--- config.mk ---
export PLATFORM = sky130hd
export DESIGN_NAME = stream_slot_scheduler_unit
export DESIGN_NICKNAME = d
export VERILOG_FILES = /design/src/rtl/core/sss_pkg.sv /design/src/rtl/core/sss_ctrl.sv /design/src/rtl/core/sss_dp.sv /design/src/rtl/core/stream_slot_scheduler_unit.sv
export VERILOG_INCLUDE_DIRS = /design/src /design/src/rtl/core
export SDC_FILE = /design/constraint.sdc
export NUM_CORES = 2
export LEC_CHECK = 0
export BUFFER_PORTS_ARGS = -buffer_cell sky130_fd_sc_hd__buf_2
export CELL_PAD_IN_SITES_DETAIL_PLACEMENT = 0
export CELL_PAD_IN_SITES_GLOBAL_PLACEMENT = 1
export CORE_ASPECT_RATIO = 1.5
export CORE_MARGIN = 4
export CORE_UTILIZATION = 30
export DETAILED_ROUTE_END_ITERATION = 8
export HOLD_SLACK_MARGIN = 0.03
export PLACE_DENSITY = 0.55
export SLEW_MARGIN = 20
export SYNTH_ARGS = -nofsm -noshare
export SYNTH_HDL_FRONTEND = slang
export SYNTH_SLANG_ARGS = --single-unit
--- constraint.sdc ---
create_clock -name clk -period 5.04 [get_ports clk]
set_input_delay 0.252 -clock clk [delete_from_list [all_inputs] [get_ports clk]]
set_output_delay 0.252 -clock clk [all_outputs]
set_load 0.005 [all_outputs]
--- src/rtl/core/stream_slot_scheduler_unit_defines.svh ---
// Assertion macros shared by the scheduler RTL.
`ifndef STREAM_SLOT_SCHEDULER_UNIT_DEFINES_SVH
`define STREAM_SLOT_SCHEDULER_UNIT_DEFINES_SVH

// Same-cycle implication, clocked on clk, quiet in reset.
`define SSS_ASSERT_IMP(lbl, ante, cons) \
	lbl: assert property (@(posedge clk) disable iff (!arst_n) (ante) |-> (cons)) \
		else $error("sss check failed");

// Next-cycle implication.
`define SSS_ASSERT_NXT(lbl, ante, cons) \
	lbl: assert property (@(posedge clk) disable iff (!arst_n) (ante) |=> (cons)) \
		else $error("sss check failed");

`endif

--- src/rtl/core/sss_pkg.sv ---
// Types, codes and defaults of the stream slot scheduler.
package sss_pkg;

	localparam int MAX_SLOTS_DEF   = 32;
	localparam int MAX_STREAMS_DEF = 32;

	localparam logic [2:0] FUNC_ADD     = 3'd0;
	localparam logic [2:0] FUNC_DEL     = 3'd1;
	localparam logic [2:0] FUNC_MOD     = 3'd2;
	localparam logic [2:0] FUNC_COMPUTE = 3'd3;
	localparam logic [2:0] FUNC_USAGE   = 3'd4;

	localparam logic [2:0] KIND_SLOT = 3'd0;
	localparam logic [2:0] KIND_END  = 3'd1;
	localparam logic [2:0] KIND_DONE = 3'd2;
	localparam logic [2:0] KIND_DUP  = 3'd3;
	localparam logic [2:0] KIND_FULL = 3'd4;

	localparam logic [1:0] REG_NO_FREE  = 2'd0;
	localparam logic [1:0] REG_ONE_FREE = 2'd1;
	localparam logic [1:0] REG_MISSED   = 2'd2;

	// what the output register is loaded with
	localparam logic [2:0] EM_NONE = 3'd0;
	localparam logic [2:0] EM_RESP = 3'd1;
	localparam logic [2:0] EM_ACK  = 3'd2;
	localparam logic [2:0] EM_BL   = 3'd3;
	localparam logic [2:0] EM_RR   = 3'd4;
	localparam logic [2:0] EM_END  = 3'd5;

	typedef struct packed {
		logic [2:0]  func;
		logic [15:0] node;
		logic [7:0]  stream_ident;
		logic        acks_pending;
		logic        free_slot_choice;
		logic [4:0]  slot_pos;
		logic        slot_used;
	} in_t;

	typedef struct packed {
		logic [2:0]  kind;
		logic [15:0] slot_node;
		logic [5:0]  data_slot_count;
		logic        free_slot_count;
		logic        last;
	} out_t;

	typedef struct packed {
		logic       load;
		logic       scan_clr;
		logic       scan_step;
		logic       kill;
		logic       sweep_clr;
		logic       sweep_step;
		logic       sweep_fin;
		logic       add_wr;
		logic       purge;
		logic       usage;
		logic       cmp_init;
		logic       bl_skip;
		logic       push_bl;
		logic [2:0] emit;
		logic [2:0] kind;
	} cmd_t;

	typedef struct packed {
		logic [2:0] func;
		logic       scan_end;
		logic       found;
		logic       free;
		logic       sweep_end;
		logic       acks;
		logic       bl_left;
		logic       lt_max;
		logic       lt_budget;
		logic       p_zero;
		logic       ord_empty;
		logic       out_free;
	} sts_t;

endpackage

--- src/rtl/core/sss_ctrl.sv ---
// Sequencer of the stream slot scheduler.
module sss_ctrl (
	input  logic          clk,
	input  logic          arst_n,
	input  logic          in_valid,
	output logic          in_ready,
	input  sss_pkg::sts_t sts,
	output sss_pkg::cmd_t cmd
);

	localparam logic [3:0] ST_IDLE  = 4'd0;
	localparam logic [3:0] ST_DISP  = 4'd1;
	localparam logic [3:0] ST_FIND  = 4'd2;
	localparam logic [3:0] ST_SWD   = 4'd3;
	localparam logic [3:0] ST_RESP  = 4'd4;
	localparam logic [3:0] ST_SWC   = 4'd5;
	localparam logic [3:0] ST_CINIT = 4'd6;
	localparam logic [3:0] ST_ACK   = 4'd7;
	localparam logic [3:0] ST_BL    = 4'd8;
	localparam logic [3:0] ST_RR    = 4'd9;
	localparam logic [3:0] ST_END   = 4'd10;

	logic [3:0] state_q, state_d;
	logic       add_mode_q, add_mode_d;
	logic       mod_q, mod_d;
	logic [2:0] kind_q, kind_d;

	assign in_ready = (state_q == ST_IDLE);

	always_comb begin
		state_d    = state_q;
		add_mode_d = add_mode_q;
		mod_d      = mod_q;
		kind_d     = kind_q;
		cmd        = '0;
		unique case (state_q)
			ST_IDLE: begin
				if (in_valid) begin
					cmd.load = 1'b1;
					state_d  = ST_DISP;
				end
			end
			ST_DISP: begin
				unique case (sts.func) inside
					sss_pkg::FUNC_ADD, sss_pkg::FUNC_DEL, sss_pkg::FUNC_MOD: begin
						cmd.scan_clr = 1'b1;
						add_mode_d   = (sts.func == sss_pkg::FUNC_ADD);
						mod_d        = (sts.func == sss_pkg::FUNC_MOD);
						state_d      = ST_FIND;
					end
					sss_pkg::FUNC_COMPUTE: begin
						cmd.purge     = 1'b1;
						cmd.sweep_clr = 1'b1;
						state_d       = ST_SWC;
					end
					sss_pkg::FUNC_USAGE: begin
						cmd.usage = 1'b1;
						kind_d    = sss_pkg::KIND_DONE;
						state_d   = ST_RESP;
					end
					default: begin
						kind_d  = sss_pkg::KIND_DONE;
						state_d = ST_RESP;
					end
				endcase
			end
			ST_FIND: begin
				if (!sts.scan_end) begin
					cmd.scan_step = 1'b1;
				end else if (!add_mode_q) begin
					if (sts.found) begin
						cmd.kill      = 1'b1;
						cmd.sweep_clr = 1'b1;
						state_d       = ST_SWD;
					end else if (mod_q) begin
						cmd.scan_clr = 1'b1;
						add_mode_d   = 1'b1;
					end else begin
						kind_d  = sss_pkg::KIND_DONE;
						state_d = ST_RESP;
					end
				end else begin
					if (sts.found) begin
						kind_d = sss_pkg::KIND_DUP;
					end else if (sts.free) begin
						cmd.add_wr = 1'b1;
						kind_d     = sss_pkg::KIND_DONE;
					end else begin
						kind_d = sss_pkg::KIND_FULL;
					end
					state_d = ST_RESP;
				end
			end
			ST_SWD: begin
				if (!sts.sweep_end) begin
					cmd.sweep_step = 1'b1;
				end else begin
					cmd.sweep_fin = 1'b1;
					if (mod_q) begin
						cmd.scan_clr = 1'b1;
						add_mode_d   = 1'b1;
						state_d      = ST_FIND;
					end else begin
						kind_d  = sss_pkg::KIND_DONE;
						state_d = ST_RESP;
					end
				end
			end
			ST_RESP: begin
				if (sts.out_free) begin
					cmd.emit = sss_pkg::EM_RESP;
					cmd.kind = kind_q;
					state_d  = ST_IDLE;
				end
			end
			ST_SWC: begin
				if (!sts.sweep_end) begin
					cmd.sweep_step = 1'b1;
				end else begin
					cmd.sweep_fin = 1'b1;
					state_d       = ST_CINIT;
				end
			end
			ST_CINIT: begin
				cmd.cmp_init = 1'b1;
				state_d      = ST_ACK;
			end
			ST_ACK: begin
				if (!sts.acks) begin
					state_d = ST_BL;
				end else if (sts.out_free) begin
					cmd.emit = sss_pkg::EM_ACK;
					state_d  = ST_BL;
				end
			end
			ST_BL: begin
				if (!sts.bl_left) begin
					state_d = ST_RR;
				end else if (!sts.lt_max) begin
					cmd.bl_skip = 1'b1;
				end else if (sts.out_free) begin
					cmd.emit = sss_pkg::EM_BL;
				end
			end
			ST_RR: begin
				if (sts.p_zero && (sts.ord_empty || !sts.lt_budget)) begin
					state_d = ST_END;
				end else if (sts.lt_budget) begin
					if (sts.out_free) begin
						cmd.emit = sss_pkg::EM_RR;
					end
				end else begin
					cmd.push_bl = 1'b1;
				end
			end
			ST_END: begin
				if (sts.out_free) begin
					cmd.emit = sss_pkg::EM_END;
					state_d  = ST_IDLE;
				end
			end
			default: begin
				state_d = ST_IDLE;
			end
		endcase
	end

	always_ff @(posedge clk or negedge arst_n) begin
		if (!arst_n) begin
			state_q    <= ST_IDLE;
			add_mode_q <= 1'b0;
			mod_q      <= 1'b0;
			kind_q     <= sss_pkg::KIND_DONE;
		end else begin
			state_q    <= state_d;
			add_mode_q <= add_mode_d;
			mod_q      <= mod_d;
			kind_q     <= kind_d;
		end
	end

endmodule

--- src/rtl/core/sss_dp.sv ---
// Stream table, order list, backlog, slot owners and output register.
module sss_dp #(
	parameter int MAX_SLOTS   = sss_pkg::MAX_SLOTS_DEF,
	parameter int MAX_STREAMS = sss_pkg::MAX_STREAMS_DEF
) (
	input  logic          clk,
	input  logic          arst_n,
	input  sss_pkg::in_t  in_data,
	input  logic          cfg_valid,
	input  logic [1:0]    cfg_index,
	input  logic [7:0]    cfg_data,
	output sss_pkg::out_t out_data,
	output logic          out_valid,
	input  logic          out_ready,
	input  sss_pkg::cmd_t cmd,
	output sss_pkg::sts_t sts
);

	localparam int SW = (MAX_STREAMS > 1) ? $clog2(MAX_STREAMS) : 1;
	localparam int CW = $clog2(MAX_STREAMS + 1);
	localparam int LW = $clog2(MAX_SLOTS);
	localparam int AW = $clog2(MAX_SLOTS + 1);
	localparam int NS = (MAX_SLOTS > MAX_STREAMS) ? MAX_SLOTS : MAX_STREAMS;
	localparam int NW = $clog2(NS + 1);

	sss_pkg::in_t  req_q;
	sss_pkg::out_t out_q;
	logic          out_valid_q;
	logic [5:0]    nof_q, one_q;
	logic [7:0]    lim_q;

	logic [MAX_STREAMS-1:0] valid_q;
	logic [15:0]            node_q   [MAX_STREAMS];
	logic [7:0]             stream_q [MAX_STREAMS];
	logic [7:0]             missed_q [MAX_STREAMS];
	logic [SW-1:0]          order_q  [MAX_STREAMS];
	logic [CW-1:0]          ord_cnt_q;
	logic [SW-1:0]          bl_q     [MAX_SLOTS];
	logic [AW-1:0]          bl_cnt_q;
	logic [SW-1:0]          owner_q  [MAX_SLOTS];
	logic [MAX_SLOTS-1:0]   own_ok_q;
	logic [AW-1:0]          slot_total_q;

	logic [CW-1:0] scan_q;
	logic          found_q, free_q;
	logic [SW-1:0] found_idx_q, free_idx_q;
	logic [NW-1:0] sw_i_q;
	logic [CW-1:0] w_ord_q;
	logic [AW-1:0] w_bl_q;
	logic [AW-1:0] assigned_q, budget_q, old_bl_q, b_q;
	logic [CW-1:0] p_q;

	logic [SW-1:0] sk, ox, bx, e_b, e_r, eu;
	logic [LW-1:0] oi, ue;
	logic          match, in_ord, in_bl, in_own, keep_o, keep_b, u_ok;
	logic [5:0]    bsel;
	logic [AW-1:0] budget;
	logic [CW-1:0] p_inc, p_next;
	logic [MAX_STREAMS-1:0] over;

	// scan of one table entry
	assign sk    = scan_q[SW-1:0];
	assign match = valid_q[sk] && (node_q[sk] == req_q.node)
		&& (stream_q[sk] == req_q.stream_ident);

	// compaction sweep
	assign in_ord = sw_i_q < NW'(ord_cnt_q);
	assign in_bl  = sw_i_q < NW'(bl_cnt_q);
	assign in_own = sw_i_q < NW'(MAX_SLOTS);
	assign ox     = order_q[sw_i_q[SW-1:0]];
	assign bx     = bl_q[sw_i_q[LW-1:0]];
	assign oi     = sw_i_q[LW-1:0];
	assign keep_o = in_ord && valid_q[ox];
	assign keep_b = in_bl && valid_q[bx];

	// schedule
	assign bsel   = req_q.free_slot_choice ? one_q : nof_q;
	assign budget = (bsel > 6'(MAX_SLOTS)) ? AW'(MAX_SLOTS) : AW'(bsel);
	assign e_b    = bl_q[b_q[LW-1:0]];
	assign e_r    = order_q[p_q[SW-1:0]];
	assign p_inc  = p_q + 1'b1;
	assign p_next = (p_inc == ord_cnt_q) ? '0 : p_inc;

	// usage report
	assign ue   = LW'(req_q.slot_pos);
	assign eu   = owner_q[ue];
	assign u_ok = (req_q.slot_pos != 5'd0)
		&& (6'(req_q.slot_pos) < 6'(slot_total_q))
		&& (6'(req_q.slot_pos) < 6'(MAX_SLOTS))
		&& own_ok_q[ue] && valid_q[eu];

	always_comb begin
		for (int k = 0; k < MAX_STREAMS; k++) begin
			over[k] = missed_q[k] > lim_q;
		end
	end

	always_comb begin
		sts.func      = req_q.func;
		sts.scan_end  = (scan_q == CW'(MAX_STREAMS));
		sts.found     = found_q;
		sts.free      = free_q;
		sts.sweep_end = (sw_i_q == NW'(NS));
		sts.acks      = req_q.acks_pending;
		sts.bl_left   = b_q < old_bl_q;
		sts.lt_max    = assigned_q < AW'(MAX_SLOTS);
		sts.lt_budget = assigned_q < budget_q;
		sts.p_zero    = (p_q == '0);
		sts.ord_empty = (ord_cnt_q == '0);
		sts.out_free  = !out_valid_q || out_ready;
	end

	assign out_data  = out_q;
	assign out_valid = out_valid_q;

	// control counters and flags
	always_ff @(posedge clk or negedge arst_n) begin
		if (!arst_n) begin
			nof_q        <= 6'd32;
			one_q        <= 6'd31;
			lim_q        <= 8'd3;
			valid_q      <= '0;
			ord_cnt_q    <= '0;
			bl_cnt_q     <= '0;
			slot_total_q <= '0;
			own_ok_q     <= '0;
			out_valid_q  <= 1'b0;
			scan_q       <= '0;
			found_q      <= 1'b0;
			free_q       <= 1'b0;
			sw_i_q       <= '0;
			w_ord_q      <= '0;
			w_bl_q       <= '0;
			assigned_q   <= '0;
			budget_q     <= '0;
			old_bl_q     <= '0;
			b_q          <= '0;
			p_q          <= '0;
		end else begin
			if (cfg_valid) begin
				unique case (cfg_index)
					sss_pkg::REG_NO_FREE:  nof_q <= cfg_data[5:0];
					sss_pkg::REG_ONE_FREE: one_q <= cfg_data[5:0];
					sss_pkg::REG_MISSED:   lim_q <= cfg_data;
					default: ;
				endcase
			end
			if (cmd.scan_clr) begin
				scan_q  <= '0;
				found_q <= 1'b0;
				free_q  <= 1'b0;
			end else if (cmd.scan_step) begin
				scan_q <= scan_q + 1'b1;
				if (match) begin
					found_q <= 1'b1;
				end
				if (!valid_q[sk] && !free_q) begin
					free_q <= 1'b1;
				end
			end
			if (cmd.kill) begin
				valid_q[found_idx_q] <= 1'b0;
			end
			if (cmd.purge) begin
				valid_q <= valid_q & ~over;
			end
			if (cmd.add_wr) begin
				valid_q[free_idx_q] <= 1'b1;
				ord_cnt_q           <= ord_cnt_q + 1'b1;
			end
			if (cmd.sweep_clr) begin
				sw_i_q  <= '0;
				w_ord_q <= '0;
				w_bl_q  <= '0;
			end else if (cmd.sweep_step) begin
				sw_i_q <= sw_i_q + 1'b1;
				if (keep_o) begin
					w_ord_q <= w_ord_q + 1'b1;
				end
				if (keep_b) begin
					w_bl_q <= w_bl_q + 1'b1;
				end
				if (in_own && own_ok_q[oi] && !valid_q[owner_q[oi]]) begin
					own_ok_q[oi] <= 1'b0;
				end
			end
			if (cmd.sweep_fin) begin
				ord_cnt_q <= w_ord_q;
				bl_cnt_q  <= w_bl_q;
			end
			if (cmd.cmp_init) begin
				assigned_q <= '0;
				budget_q   <= budget;
				old_bl_q   <= bl_cnt_q;
				bl_cnt_q   <= '0;
				b_q        <= '0;
				p_q        <= '0;
			end
			if (cmd.bl_skip) begin
				b_q <= b_q + 1'b1;
			end
			if (cmd.push_bl) begin
				p_q <= p_next;
				if (bl_cnt_q < AW'(MAX_SLOTS)) begin
					bl_cnt_q <= bl_cnt_q + 1'b1;
				end
			end
			// a new item is only loaded once the register is free
			out_valid_q <= (cmd.emit != sss_pkg::EM_NONE) || (out_valid_q && !out_ready);
			case (cmd.emit)
				sss_pkg::EM_ACK: begin
					own_ok_q[0]  <= 1'b0;
					assigned_q   <= AW'(1);
				end
				sss_pkg::EM_BL: begin
					own_ok_q[assigned_q[LW-1:0]] <= 1'b1;
					assigned_q  <= assigned_q + 1'b1;
					b_q         <= b_q + 1'b1;
				end
				sss_pkg::EM_RR: begin
					own_ok_q[assigned_q[LW-1:0]] <= 1'b1;
					assigned_q  <= assigned_q + 1'b1;
					p_q         <= p_next;
				end
				sss_pkg::EM_END: begin
					slot_total_q <= assigned_q;
				end
				default: ;
			endcase
		end
	end

	// payload storage, no reset
	always_ff @(posedge clk) begin
		if (cmd.load) begin
			req_q <= in_data;
		end
		if (cmd.scan_step) begin
			if (match) begin
				found_idx_q <= sk;
			end
			if (!valid_q[sk] && !free_q) begin
				free_idx_q <= sk;
			end
		end
		if (cmd.add_wr) begin
			node_q[free_idx_q]                <= req_q.node;
			stream_q[free_idx_q]              <= req_q.stream_ident;
			missed_q[free_idx_q]              <= 8'd0;
			order_q[ord_cnt_q[SW-1:0]]        <= free_idx_q;
		end
		if (cmd.usage && u_ok) begin
			if (req_q.slot_used) begin
				missed_q[eu] <= 8'd0;
			end else if (missed_q[eu] != 8'hFF) begin
				missed_q[eu] <= missed_q[eu] + 8'd1;
			end
		end
		if (cmd.sweep_step) begin
			if (keep_o) begin
				order_q[w_ord_q[SW-1:0]] <= ox;
			end
			if (keep_b) begin
				bl_q[w_bl_q[LW-1:0]] <= bx;
			end
		end
		if (cmd.push_bl && (bl_cnt_q < AW'(MAX_SLOTS))) begin
			bl_q[bl_cnt_q[LW-1:0]] <= e_r;
		end
		case (cmd.emit)
			sss_pkg::EM_RESP: begin
				out_q.kind            <= cmd.kind;
				out_q.slot_node       <= (cmd.kind == sss_pkg::KIND_DUP) ? req_q.node : 16'd0;
				out_q.data_slot_count <= 6'd0;
				out_q.free_slot_count <= 1'b0;
				out_q.last            <= 1'b1;
			end
			sss_pkg::EM_ACK: begin
				out_q <= '{sss_pkg::KIND_SLOT, 16'd0, 6'd0, 1'b0, 1'b0};
			end
			sss_pkg::EM_BL: begin
				owner_q[assigned_q[LW-1:0]] <= e_b;
				out_q <= '{sss_pkg::KIND_SLOT, node_q[e_b], 6'd0, 1'b0, 1'b0};
			end
			sss_pkg::EM_RR: begin
				owner_q[assigned_q[LW-1:0]] <= e_r;
				out_q <= '{sss_pkg::KIND_SLOT, node_q[e_r], 6'd0, 1'b0, 1'b0};
			end
			sss_pkg::EM_END: begin
				out_q <= '{sss_pkg::KIND_END, 16'd0, 6'(assigned_q),
					req_q.free_slot_choice, 1'b1};
			end
			default: ;
		endcase
	end

endmodule

--- src/rtl/core/stream_slot_scheduler_unit.sv ---
// Top level of the stream slot scheduler: sequencer plus datapath.
//
// Keeps up to MAX_STREAMS streams in insertion order and builds slot schedules of up
// to MAX_SLOTS data slots. One item is worked on at a time; in_ready is high only
// while the block is idle. Every table search and every compaction walks the
// stored entries one per cycle. An add searches the table and writes the stream into
// a free entry; a delete of a present stream clears its entry and compacts the
// lists; a modify deletes a present stream and then adds it; a usage report or an
// unknown func is answered without a search. A compute first purges stale streams
// with a compaction sweep, then emits one slot per cycle while out_ready does not
// stall (ack slot if pending, backlog, round-robin), queues leftover streams to the
// backlog, and ends with the schedule end item. Results come through one output
// register, so the sequencer moves on as soon as the previous result is taken.
// Config writes are always accepted (cfg_ready is tied high) and must only come
// while the block is idle. No clearing pass is needed after reset: only the valid
// bits, the config registers, the counters and flags and the slot owner marks
// reset; the stored payload does not.
module stream_slot_scheduler_unit #(
	parameter int MAX_SLOTS   = sss_pkg::MAX_SLOTS_DEF,
	parameter int MAX_STREAMS = sss_pkg::MAX_STREAMS_DEF
) (
	input  logic          clk,
	input  logic          arst_n,
	input  logic          in_valid,
	output logic          in_ready,
	input  sss_pkg::in_t  in_data,
	output logic          out_valid,
	input  logic          out_ready,
	output sss_pkg::out_t out_data,
	input  logic          cfg_valid,
	output logic          cfg_ready,
	input  logic [1:0]    cfg_index,
	input  logic [7:0]    cfg_data
);

`include "stream_slot_scheduler_unit_defines.svh"

	sss_pkg::cmd_t cmd;
	sss_pkg::sts_t sts;

	assign cfg_ready = 1'b1;

	sss_ctrl u_ctrl (
		.clk      (clk),
		.arst_n   (arst_n),
		.in_valid (in_valid),
		.in_ready (in_ready),
		.sts      (sts),
		.cmd      (cmd)
	);

	sss_dp #(
		.MAX_SLOTS   (MAX_SLOTS),
		.MAX_STREAMS (MAX_STREAMS)
	) u_dp (
		.clk       (clk),
		.arst_n    (arst_n),
		.in_data   (in_data),
		.cfg_valid (cfg_valid),
		.cfg_index (cfg_index),
		.cfg_data  (cfg_data),
		.out_data  (out_data),
		.out_valid (out_valid),
		.out_ready (out_ready),
		.cmd       (cmd),
		.sts       (sts)
	);

	// an accepted item makes the block busy in the next cycle
	`SSS_ASSERT_NXT(a_busy_after_accept, in_valid && in_ready, !in_ready)
	// a schedule end item closes the item
	`SSS_ASSERT_IMP(a_end_is_last, out_valid && (out_data.kind == sss_pkg::KIND_END), out_data.last)
	// slot items never close the item
	`SSS_ASSERT_IMP(a_slot_not_last, out_valid && (out_data.kind == sss_pkg::KIND_SLOT), !out_data.last)
	// a schedule never holds more slots than MAX_SLOTS
	`SSS_ASSERT_IMP(a_slot_count, out_valid, out_data.data_slot_count <= 6'(MAX_SLOTS))

endmodule
==> results.json <==
{
  "route.detailed.wl_per_inst_um": 31.2,
  "drv.max_cap_violation_count": 0,
  "adder_and_majority_gate_portion_of_the_synthesized_area_pct": 4.08,
  "clkSinkCount": 1749,
  "synthCells": 6182,
  "synth.mux.area_fraction_pct": 23.0,
  "initial_antenna_violation_count": 7,
  "nets": 6933,
  "viasPerCell": 5.58,
  "gp_congestion": 0.893,
  "power.total_uw": 50100,
  "result_of_the_run": "finished, final reports clean",
  "die-width_um": 460,
  "fin_clk_skew_ns": 0.0811,
  "tritoncts_clock_tree": "built",
  "boundaryPins": 80,
  "mappedNetlistArea_um2": 91700,
  "rows": 248,
  "holdCritStartpoint": "in_data[29]",
  "final.hold.worst_slack_ns": 0.0767,
  "dr.pass1.iters": 5,
  "drtIter0Drc": 4989,
  "syn2layout_area_growth_pct": 17.8,
  "mostFrequentLayoutCell": "edfxtp_1",
  "worst_path_most_repeated_cell": "buf_4",
  "yosys.area_share.simple_pct": 6.15,
  "ys_seq_area_share_pct": 56.3,
  "layout.cells.most_common_list": "edfxtp_1 (1576), mux2i_1 (636), mux4_2 (608)",
  "ys_types": 83,
  "die_height_um": 685,
  "grt-ovfl-total": 0,
  "asyncSetResetFlopFracSynth_pct": 9.61,
  "wl_mm": 335,
  "power_per_cell_area_nw_per_um2": 463,
  "postSynth.topFlopCell": "edfxtp_1",
  "route.detailed.drc": 0,
  "static_leakage_uw": 0.0384,
  "hpwlAfterDp_mm": 228,
  "worst_slew_margin_rel_pct": 18.6,
  "drive_above_1_share_pct": 25.4,
  "cts.htree.levels": 4,
  "clock_insertion_delay_at_the_later_pin_of_the_skew_report_ns": 0.91,
  "die_area_um2": 315000,
  "power.ir.vdd_worst_v": 0.000316,
  "initial_utilization_pct": 30.1,
  "finalMaxSlewViolations": 0,
  "synthXorXnorAreaFrac_pct": 0.563,
  "critPathLaunchType": "flop",
  "critical_path_arrival_ns": 5.44,
  "largest_family_of_logic_cells_by_synthesized_area": "multiplexers",
  "grt_pass1_vias": 62600,
  "clock-root-buffer": "clkbuf_16",
  "yosys.area.top_type": "edfxtp_1",
  "crit_path_time_final_ns": 4.85,
  "cpPeakStageDelay_ns": 0.74,
  "report.final.setup_viol": 0,
  "fin_crit_sh_pct": 96.2,
  "critical_path.slowest_cell": "or4_2",
  "post-route-util_pct": 35.5,
  "ys_warn_count": 0,
  "area_of_the_core_region_um2": 304000,
  "ws_path_type": "flop to flop",
  "hold_viol": 0,
  "cts_made_buffers": 188,
  "grt_pass1_wl_mm": 473,
  "cts_buffer_depth": 4,
  "register_bit_count_reported_by_yosys": 1749,
  "grt_setup_unrepaired": "no",
  "number_of_flops_mapped_to_enable_cells_by_yosys": 1576,
  "timing.critical_path.cells": "nor2b_1, buf_4, a22oi_1, a21oi_1, or4_2, buf_12, o211ai_1, o211ai_1, a311oi_1, buf_4, o211ai_1, nor3_4, nand4_2, nor3_4, buf_12, buf_4, o41ai_2, buf_4",
  "worst_setup_hold_path_clk_slew_ns": 0.07,
  "detail-route-antenna-nets": 0,
  "compound_gate_fraction_of_synth_area_pct": 7.48,
  "maxClockFrequency_mhz": 206,
  "critPathRequiredTime_ns": 5.63,
  "route.vias.total": 59900,
  "timing.critical_path.fanout_max": 25,
  "yosys_top_cell_area_share_pct": 51.6,
  "grtUsageTotal_pct": 20.8,
  "netlist_top_cells_area": "edfxtp_1 (52%), mux4_2 (15%), mux2i_1 (7.1%)",
  "avgSynthCellArea_um2": 14.8,
  "worst_setup_path_end_kind": "flop",
  "min-delay-path-class": "input port to flop",
  "portBuffers": 78,
  "worst-slew-pin-transition_ns": 1.21,
  "post_synthesis_net_count": 6531,
  "grt_start_max_net_pins": 99
}
==> path summary, 6_finish.rpt <==
check | endpoint | slack, ns | cells after the start
max | u_dp.missed_q[5][6]$_DFFE_PP_ | 0.19 | 18
min | u_dp.req_q[29]$_DFFE_PP_ | 0.08 | 2
max reg2reg | u_dp.missed_q[5][6]$_DFFE_PP_ | 0.19 | 18
min reg2reg | u_dp.old_bl_q[0]$_DFFE_PN0P_ | 0.48 | 2
max in group asynchronous | u_dp.p_q[1]$_DFFE_PN0P_ | 3.81 | 4
min in group asynchronous | u_dp.own_ok_q[7]$_DFF_PN0_ | 0.37 | 3
==> logic make-up after synthesis <==
group,count (synthesis)
xor+xnor,59
buf+inv,517
flops,1749
fa+ha+maj,299
mux,1337
other cells,1
simple gates,1195
compound gates,1025
==> power by group <==
group          internal, uW  leakage [uW]  switching [uW]
combinational          7640        0.0190           10500
sequential            16900        0.0165             752
clock                  8150       0.00295            6090
total                 32700        0.0384           17400
==> flip-flops by register name, summed over array words and instances (netlist names), 8 cells and up, named ones only <==
name and flops:
u_dp.node_q 512, u_dp.missed_q 256, u_dp.stream_q 256, u_dp.bl_q 160
u_dp.order_q 160, u_dp.owner_q 160, u_dp.own_ok_q 32, u_dp.valid_q 32
u_dp.out_data 27, u_dp.req_q 26, u_dp.lim_q 8
==> Yosys cell counts, types with 36 or more instances <==
master	count
edfxtp_1	1576
mux2i_1	649
mux4_2	608
nand2_1	469
ha_1	299
clkbuf_1	231
nor2_1	228
o21ai_0	210
dfrtp_1	159
a21oi_1	157
nand3_1	152
o22ai_1	106
a211oi_1	105
inv_1	104
buf_2	92
and2_1	90
a21o_1	71
mux2_2	61
a31oi_1	58
a22oi_1	54
buf_1	50
a211o_1	42
nor2b_1	41
nand2b_1	36
xnor2_1	36
==> worst max-delay path, delay by kind of cell, from the launching register on <==
| family | cells | cell delay (ns) |
|---|---|---|
| buffers and inverters | 6 | 1.11 |
| DFF | 1 | 0.47 |
| AOI/OAI and AO/OA | 7 | 1.48 |
| and+or+nand+nor | 5 | 1.51 |
==> layer usage <==
layer	routed length (um)	up-vias	GRT usage [%]
met4	18800	0	10.1
met1	125000	31600	24.0
li1	-	25800	-
met2	177000	1931	38.2
met3	14000	641	2.32
met5	0	-	0
==> cell type report <==
| type | instances | area [um^2] |
|---|---|---|
| Antenna cell | 4 | 10.0 |
| Timing Repair Buffer | 621 | 6030 |
| Multi-Input combinational cell | 3916 | 38800 |
| Clock inverter | 109 | 1200 |
| Fill cell | 28800 | 196000 |
| Tap cell | 4000 | 5000 |
| Sequential cell | 1749 | 51700 |
| Clock buffer | 219 | 4910 |
| Inverter | 108 | 410 |
==> metrics by stage <==
step | TNS (ns) | worst slack (ns) | instances | cell area [um^2]
6_report | 0 | 0.191 | 10700 | 108000
5_1_grt | 0 | 0.00119 | 10700 | 108000
4_1_cts | 0 | 0.0161 | 10700 | 108000
3_5_place_dp | -8.96 | -0.135 | 10300 | 101000
3_3_place_gp | -0.666 | -0.0590 | 10300 | 101000
2_1_floorplan | -16.74 | -0.0961 | 6182 | 91700
==> repair_timing <==
item	CTS	global route
setup buffers	0	5
gates resized for setup	14	3
hold endpoints to repair	130	0
hold buffers	49	0
endpoints found under the setup margin	112	308
Power figures use the tool's default switching activity.
